[config.mk]
export PLATFORM = sky130hd
export DESIGN_NAME = gmdps_front
export DESIGN_NICKNAME = d
export VERILOG_FILES = /design/src/gmdps_pkg.sv /design/src/gmdps_front.sv
export SDC_FILE = /design/constraint.sdc
export NUM_CORES = 1
export LEC_CHECK = 0
export ABC_CLOCK_PERIOD_IN_PS = 5400
export BUFFER_PORTS_ARGS = -buffer_cell sky130_fd_sc_hd__buf_4
export CAP_MARGIN = 20
export CORE_MARGIN = 3
export CORE_UTILIZATION = 40
export CTS_CLUSTER_DIAMETER = 80
export DETAILED_ROUTE_END_ITERATION = 8
export HOLD_SLACK_MARGIN = 0.12
export PLACE_DENSITY = 0.59
export SYNTH_ARGS = -nofsm -noshare
export SYNTH_HDL_FRONTEND = slang
export SYNTH_SLANG_ARGS = --single-unit
[constraint.sdc]
create_clock -name clk -period 5.4 [get_ports clk]
set_input_delay 0.27 -clock clk [delete_from_list [all_inputs] [get_ports clk]]
set_output_delay 0.27 -clock clk [all_outputs]
set_load 0.05 [all_outputs]
[src/gmdps_pkg.sv]
// Shared types and constants for the greedy minimum-distance point selector.
// No dependencies.
`default_nettype none

package gmdps_pkg;

  localparam int COORD_WIDTH  = 16;
  localparam int NUM_AXES     = 3;
  localparam int IDX_WIDTH    = 20;
  localparam int SEP_WIDTH    = 16;
  localparam int DIMS_WIDTH   = 2;
  localparam int CAPACITY_DEF = 1024;
  localparam int MAX_DIMS_DEF = 3;
  localparam int QUEUE_DEPTH  = 2;
  localparam int PADDR_WIDTH  = 3;
  localparam int PDATA_WIDTH  = 32;

  localparam logic [IDX_WIDTH-1:0] IDX_MAX = '1;

  // Register indexes (byte address = 4 * index)
  typedef enum logic [0:0] {
    REG_MIN_SEP   = 1'b0,
    REG_DIMS_USED = 1'b1
  } gmdps_reg_t;

  typedef struct packed {
    logic [SEP_WIDTH-1:0]  min_sep;
    logic [DIMS_WIDTH-1:0] dims;
  } gmdps_cfg_t;

  // One queued word: start flag, arrival index, coordinates (x lowest)
  typedef struct packed {
    logic                                start;
    logic [IDX_WIDTH-1:0]                idx;
    logic [NUM_AXES-1:0][COORD_WIDTH-1:0] coord;
  } gmdps_item_t;

  typedef enum logic [1:0] {
    ST_IDLE,
    ST_SCAN,
    ST_EMIT
  } gmdps_state_t;

endpackage

`default_nettype wire

[src/gmdps_front.sv]
// Front end: takes input words, assigns arrival indexes, queues them.
// Depends on gmdps_pkg.
`default_nettype none

module gmdps_front (
  input  logic                              clk,
  input  logic                              rst,
  input  logic                              in_valid,
  output logic                              in_ready,
  input  logic                              start_of_set,
  input  logic [gmdps_pkg::COORD_WIDTH-1:0] coord_x,
  input  logic [gmdps_pkg::COORD_WIDTH-1:0] coord_y,
  input  logic [gmdps_pkg::COORD_WIDTH-1:0] coord_z,
  output logic                              q_valid,
  input  logic                              q_ready,
  output gmdps_pkg::gmdps_item_t            q_item
);
  import gmdps_pkg::*;

  localparam int PW = $clog2(QUEUE_DEPTH);
  localparam int FW = $clog2(QUEUE_DEPTH + 1);

  gmdps_item_t          slot [QUEUE_DEPTH];
  logic [PW-1:0]        wr_ptr;
  logic [PW-1:0]        rd_ptr;
  logic [FW-1:0]        fill;
  logic [IDX_WIDTH-1:0] counter;
  logic [IDX_WIDTH-1:0] idx_now;
  logic [IDX_WIDTH-1:0] counter_next;
  logic                 push;
  logic                 pop;

  assign in_ready = (fill != FW'(QUEUE_DEPTH));
  assign q_valid  = (fill != '0);
  assign q_item   = slot[rd_ptr];
  assign push     = in_valid && in_ready;
  assign pop      = q_valid && q_ready;

  // start of set restarts the index; counter saturates
  assign idx_now      = start_of_set ? '0 : counter;
  assign counter_next = (idx_now == IDX_MAX) ? idx_now : idx_now + 1'b1;

  always_ff @(posedge clk) begin
    if (rst) begin
      wr_ptr  <= '0;
      rd_ptr  <= '0;
      fill    <= '0;
      counter <= '0;
    end else begin
      if (push) begin
        wr_ptr  <= wr_ptr + 1'b1;
        counter <= counter_next;
      end
      if (pop) begin
        rd_ptr <= rd_ptr + 1'b1;
      end
      if (push && !pop) begin
        fill <= fill + 1'b1;
      end else if (pop && !push) begin
        fill <= fill - 1'b1;
      end
    end
  end

  always_ff @(posedge clk) begin
    if (push) begin
      slot[wr_ptr].start <= start_of_set;
      slot[wr_ptr].idx   <= idx_now;
      slot[wr_ptr].coord <= {coord_z, coord_y, coord_x};
    end
  end

endmodule

`default_nettype wire

==> results of run 1 <==
[cells by family after synthesis]
kind of cell	share of synthesized area (%)
mux	12.4
buf+inv	1.28
fa+ha+maj	0.389
simple gates	8.54
flops	72.2
xor+xnor	1.23
compound gates	3.93
[metrics by stage]
step / power (mW) / area (sq um) / cells / hold slack (ps) / setup slack (ps)
3_5_place_dp: 3.12 / 7590 / 718 / 458 / 2480
3_3_place_gp: 3.11 / 7590 / 718 / 456 / 2580
5_1_grt: 4.50 / 8680 / 798 / 203 / 2310
6_report: 4.32 / 8680 / 798 / 203 / 2580
4_1_cts: 4.37 / 8680 / 798 / 195 / 2490
2_1_floorplan: 2.70 / 6430 / 397 / 369 / 667
[report_power, final]
part | internal, mW | switching, mW
combinational | 0.485 | 0.938
sequential | 1.57 | 0.114
clock | 0.731 | 0.483
total | 2.78 | 1.53
[cell type report]
class	instances	area (sq um)
fillers	1281	6810
flip-flops and latches	163	4650
clock inverters	15	181
multi-input cells	212	1710
well taps	211	264
inverters	7	26.3
repair buffers	173	1420
clock buffers	17	425
[critical path: stages (launching register included)]
cell	delay [ps]
dfxtp_1	390
nand2b_1	210
nand2_1	350
nor2_4	930
buf_4	560
[cell usage in the layout, fill, tap and decap left out, drive strengths merged, types with 4 or more instances in the layout]
| master | n |
|---|---|
| a211oi | 4 |
| a21oi | 10 |
| a31o | 5 |
| and3 | 6 |
| buf | 125 |
| clkbuf | 17 |
| clkinv | 7 |
| dfxtp | 25 |
| dlygate4sd3 | 48 |
| edfxtp | 138 |
| inv | 10 |
| mux2 | 69 |
| nand2 | 18 |
| nand2b | 5 |
| nand3 | 9 |
| nand4 | 5 |
| nor2 | 16 |
| nor2b | 16 |
| or4 | 4 |
| xor2 | 7 |
[synth_stat cells, drive strengths merged]
| cell type | n | area [sq um] |
|---|---|---|
| nor3 | 1 | 10.0 |
| o211a | 1 | 10.0 |
| a22oi | 1 | 7.51 |
| o211ai | 2 | 15.0 |
| mux2i | 2 | 20.0 |
| nor4 | 3 | 33.8 |
| a31oi | 1 | 6.26 |
| nor4b | 1 | 15.0 |
| ha | 2 | 25.0 |
| a2111oi | 3 | 32.5 |
| nand3 | 9 | 45.0 |
| nand3b | 2 | 15.0 |
| and3 | 6 | 37.5 |
| edfxtp | 138 | 4140 |
| nand4 | 5 | 37.5 |
| nand2 | 18 | 70.1 |
| nor2 | 16 | 60.1 |
| mux2 | 69 | 777 |
| a21oi | 10 | 50.1 |
| a31o | 5 | 43.8 |
| o21ai | 3 | 15.0 |
| o41ai | 2 | 17.5 |
| a311oi | 1 | 8.76 |
| nand4b | 3 | 26.3 |
| nor2b | 16 | 100 |
| clkbuf | 13 | 48.8 |
| or2 | 3 | 18.8 |
| nand2b | 5 | 31.3 |
| or3 | 3 | 18.8 |
| o2111ai | 1 | 8.76 |
| xnor2 | 2 | 17.5 |
| dfxtp | 25 | 500 |
| a211oi | 4 | 30.0 |
| o31ai | 1 | 7.51 |
| buf | 2 | 7.51 |
| or4 | 4 | 30.0 |
| inv | 7 | 26.3 |
| xor2 | 7 | 61.3 |
[sequential cells by signal (all words and copies together), names as in the netlist, named ones only]
register  cells
counter      20
slot        138
fill          2
rd_ptr        1
wr_ptr        1
[repair_timing]
item,CTS,global route
hold buffers,48,0
endpoints found under the hold margin,96,0
setup buffers,0,0
[worst max path at each step]
stage                         startpoint               endpoint  slack [ps]
CTS                 fill[0]$_SDFFE_PP0P_  slot[0][19]$_DFFE_PP_        2490
floorplan           fill[0]$_SDFFE_PP0P_   slot[0][0]$_DFFE_PP_         670
global route        fill[0]$_SDFFE_PP0P_  slot[0][19]$_DFFE_PP_        2310
global placement    fill[0]$_SDFFE_PP0P_  slot[0][20]$_DFFE_PP_        2580
detailed placement  fill[0]$_SDFFE_PP0P_  slot[0][20]$_DFFE_PP_        2480
finish              fill[0]$_SDFFE_PP0P_  slot[0][19]$_DFFE_PP_        2580
[routing by layer]
metal  track usage (%)  part of all wire [%]  wire length [um]
met5                 0                     0                 0
met2              25.4                    50              6480
met3              5.36                   6.2               809
met4              4.33                   1.1               147
met1              18.7                    43              5620
==> flow_metrics.py, run 1 <==
metrics = {
    "grt": {
        "grt_pass1_vias": 4136,
        "grt_max_degree": 70,
        "grt_pass1_wl_um": 21000,
        "antenna_found_initial": 0,
        "grt_use_total_pct": 15.2,
        "grt_overflow": 0,
    },
    "pwr": {
        "p_per_area_nw_per_um2": 498,
        "ir_worst_vdd_mv": 0.345,
        "leakage_nw": 3.18,
    },
    "detailed_routing": {
        "wire_per_inst_um": 16.4,
        "drc": 0,
        "drtPass1Iterations": 4,
        "ant_nets": 0,
        "via_per_inst": 4.99,
        "vias": 3979,
        "wirelength_um": 13100,
        "drt_iter0_markers": 245,
    },
    "setup_path": {
        "critPathRequiredTime_ps": 5460,
        "rr_endpoint": "slot[0][19]$_DFFE_PP_",
        "regToRegSetupSlack_ps": 2580,
        "cp.arrival_ps": 2890,
        "r2r_start": "fill[0]$_SDFFE_PP0P_",
        "end_kind": "flop",
        "ff2ff_path_depth": 4,
        "critical_path.max_fanout": 35,
        "start_kind": "flop",
        "critPathKind": "flop to flop",
    },
    "clocking": {
        "cts.root.buffer_cell": "clkbuf_16",
        "clk_path_buf_depth": 2,
        "cts_sinks": 163,
        "htreeDepth": 4,
        "clk_latency_ps": 420,
        "numCtsBuffers": 17,
        "cts.clk_slew.worst_paths_ps": 60,
        "tritoncts": "done",
        "cts-resized-gates": 0,
    },
    "logic_synthesis": {
        "synth_fp_nets": 452,
        "synth_cells": 397,
        "ys_seq_area_share_pct": 72.2,
        "ys_types": 44,
        "synth.ff_latch_count": 163,
        "syn_area_sq_um": 6430,
        "synth.avg_cell_area_sq_um": 16.2,
        "yosys_warnings": 0,
    },
    "layout": {
        "layout-drive-gt1-share_pct": 40.9,
        "num_antenna_cells": 0,
        "utilization_pct": 56.0,
        "layout.nets": 629,
        "syn_to_final_growth_pct": 34.9,
    },
    "sta": {
        "tightest_slew_ps": 1060,
        "period_needed_ps": 2820,
        "slew_headroom_pct": 28.9,
        "clock.fmax_mhz": 354,
        "hold_viol_final": 0,
        "clock_skew_ps": 9.04,
        "fin_tns_setup_ps": 0,
        "rsz0062_at_grt": "false",
        "slew_viol_final": 0,
        "setup_viol": 0,
        "fin_crit_sh_pct": 52.3,
    },
    "floorplanning": {
        "die_height_um": 133,
        "io_pins": 124,
        "core_sq_um": 15500,
        "num_rows": 45,
        "fp.dieW_um": 133,
        "start_util_pct": 41.5,
        "die_area_sq_um": 17600,
    },
    "min_path": {
        "worstHoldPathCells": 2,
        "hold_start": "rst",
        "hold_class": "input pin to flop",
        "hold_path_end": "wr_ptr$_SDFFE_PP0P_",
    },
    "placement": {
        "port_buffers": 123,
        "dpl.hpwl_um": 8150,
        "gp_congestion": 0.799,
    },
    "outcome": {
        "status": "complete, no violations",
    },
    "job": {
        "drv_cap": 0,
    },
}
(Power assumes the default switching activity.)
==> run 2, diff against run 1 <==
--- a/config.mk
+++ b/config.mk
@@ -5,7 +5,7 @@
 export SDC_FILE = /design/constraint.sdc
 export NUM_CORES = 1
 export LEC_CHECK = 0
-export ABC_CLOCK_PERIOD_IN_PS = 5400
+export ABC_CLOCK_PERIOD_IN_PS = 2450
 export BUFFER_PORTS_ARGS = -buffer_cell sky130_fd_sc_hd__buf_4
 export CAP_MARGIN = 20
 export CORE_MARGIN = 3
@@ -13,7 +13,7 @@
 export CTS_CLUSTER_DIAMETER = 80
 export DETAILED_ROUTE_END_ITERATION = 8
 export HOLD_SLACK_MARGIN = 0.12
-export PLACE_DENSITY = 0.59
+export PLACE_DENSITY = 0.61
 export SYNTH_ARGS = -nofsm -noshare
 export SYNTH_HDL_FRONTEND = slang
 export SYNTH_SLANG_ARGS = --single-unit
==> constraint.sdc (replaced) <==
create_clock -name clk -period 2.45 [get_ports clk]
set_input_delay 0.1225 -clock clk [delete_from_list [all_inputs] [get_ports clk]]
set_output_delay 0.1225 -clock clk [all_outputs]
set_load 0.05 [all_outputs]
==> run 2 against run 1 <==
Fmax increased by 23%. Worst hold slack got worse by 53 ps. Design area up 1.1%. Wire length grew 2.7%. Global-route usage up 0.065 points. Sequential share of layout area decreased by 0.59 points. Critical path depth rose by 3.
==> flow_metrics.py, run 2 (synthesis gave the netlist of run 1 again) <==
metrics = {
    "floorplanning": {
        "die_area_sq_um": 17600,
        "core_sq_um": 15500,
        "num_rows": 45,
        "io_pins": 124,
        "die_height_um": 133,
        "start_util_pct": 41.5,
        "fp.dieW_um": 133,
    },
    "clocking": {
        "numCtsBuffers": 17,
        "tritoncts": "done",
        "cts_sinks": 163,
        "cts.clk_slew.worst_paths_ps": 60,
        "cts.root.buffer_cell": "clkbuf_16",
        "clk_path_buf_depth": 2,
        "htreeDepth": 4,
        "clk_latency_ps": 420,
    },
    "sta": {
        "fin_tns_setup_ps": 0,
        "hold_viol_final": 0,
        "fin_crit_sh_pct": 93.7,
        "clock_skew_ps": 7.94,
        "tightest_slew_ps": 587,
        "slew_viol_final": 0,
        "clock.fmax_mhz": 436,
        "hold_slack_ps": 151,
        "slew_headroom_pct": 60.9,
        "rsz0062_at_grt": "false",
        "setup_viol": 0,
        "period_needed_ps": 2290,
    },
    "setup_path": {
        "critPathKind": "flop to flop",
        "critical_path.max_fanout": 5,
        "cp.arrival_ps": 2610,
        "start_kind": "flop",
        "critPathRequiredTime_ps": 2760,
        "end_kind": "flop",
    },
    "grt": {
        "grt_overflow": 0,
        "grt_max_degree": 70,
        "grt_pass1_vias": 4171,
        "grt_pass1_wl_um": 21100,
        "antenna_found_initial": 0,
        "grt_use_total_pct": 15.2,
    },
    "detailed_routing": {
        "drt_iter0_markers": 219,
        "vias": 4024,
        "ant_nets": 0,
        "dr_wl_met3_um": 691,
        "wirelength_um": 13400,
        "wl_met1_um": 6010,
        "wl_met2_um": 6480,
        "drc": 0,
        "top_layer": "met4",
        "via_per_inst": 4.97,
        "drtPass1Iterations": 4,
        "wire_per_inst_um": 16.6,
    },
    "layout": {
        "num_antenna_cells": 0,
        "final_common_cell": "edfxtp_1",
        "largest_reg_flops": 138,
        "utilization_pct": 56.6,
        "top_regs": "slot (138), counter (20), fill (2)",
        "mostFrequentLayoutCells": "edfxtp_1 (138), buf_4 (130), mux2_2 (69)",
        "syn_to_final_growth_pct": 36.4,
        "top_register": "slot",
        "layout-drive-gt1-share_pct": 41.6,
        "layout.nets": 640,
    },
    "pwr": {
        "p_switching_mw": 3.34,
        "ir_worst_vdd_mv": 0.734,
        "comb_power_share_pct": 35.9,
        "seq_power_share_pct": 38.5,
        "switching_share_pct": 35.8,
        "leakage_nw": 3.22,
        "p_per_area_nw_per_um2": 1070,
        "power.internal_mw": 6.00,
        "pwr-share-clk_pct": 25.6,
    },
    "min_path": {
        "hold_class": "input pin to flop",
    },
    "outcome": {
        "status": "complete, no violations",
    },
    "placement": {
        "dpl.hpwl_um": 8340,
        "gp_congestion": 0.807,
        "port_buffers": 123,
    },
    "job": {
        "drv_cap": 0,
    },
}
-- run 2: cell types whose count changed in the layout (fill, tap and decap cells not counted), sizes merged --
cell         delta
buf             +9
clkbuf          +7
bufinv          -3
inv             -3
clkinv          -2
dlygate4sd3     +2
clkinvlp        +1
-- run 2: repair_timing --
action,in CTS,in global routing
buffers inserted,0,1
endpoints found under the setup margin,0,3
hold endpoints to repair,114,0
hold buffers,50,0
gates resized for setup,0,4
-- run 2: per-stage QoR --
stage / instance area [sq um] / instances / power [mW] / setup slack (ps)
2_1_floorplan: 6450 / 397 / 5.95 / 3.85
3_3_place_gp: 7700 / 726 / 6.94 / 245
3_5_place_dp: 7700 / 726 / 6.97 / 171
4_1_cts: 8750 / 808 / 9.46 / 155
5_1_grt: 8770 / 809 / 9.71 / 25.5
6_report: 8770 / 809 / 9.35 / 155
-- run 2: path summary, 6_finish.rpt --
| path | from | end | slack, ps | cells past startpoint |
|---|---|---|---|---|
| setup / recovery | counter[1]$_SDFFE_PP0P_ | counter[18]$_SDFFE_PP0P_ | 160 | 7 |
| hold / removal | start_of_set | slot[0][48]$_DFFE_PP_ | 150 | 2 |
| setup reg to reg | counter[1]$_SDFFE_PP0P_ | counter[18]$_SDFFE_PP0P_ | 160 | 7 |
| hold reg to reg | counter[6]$_SDFFE_PP0P_ | counter[6]$_SDFFE_PP0P_ | 500 | 2 |
-- run 2: power groups by stage --
stage	Clock [mW]	Combinational [mW]	Sequential, mW
finish	2.39	3.36	3.60
global route	2.57	3.51	3.63
CTS	2.46	3.39	3.60
detailed placement	0	3.32	3.66
global placement	0	3.30	3.63
floorplan	0	2.36	3.59
-- run 2: area by class of cell --
type	count	area, sq um
Fill cell	1268	6720
Sequential cell	163	4650
Multi-Input combinational cell	212	1730
Timing Repair Buffer	184	1560
Clock buffer	24	493
Tap cell	211	264
Clock inverter	8	51.3
Inverter	7	26.3
-- run 2: worst max-delay path: stages, from the launching register on --
cell and delay [ps]:
dfxtp_1 390, nor2b_2 230, ha_2 240, nand3b_1 160
nor4_4 410, nand2_2 130, or4_1 410, o211a_1 230
-- run 2: layer usage --
layer	GRT usage, %	up-vias
met5	0	-
met4	6.29	0
met3	4.07	18
met2	24.8	117
met1	19.4	1988
li1	-	1901
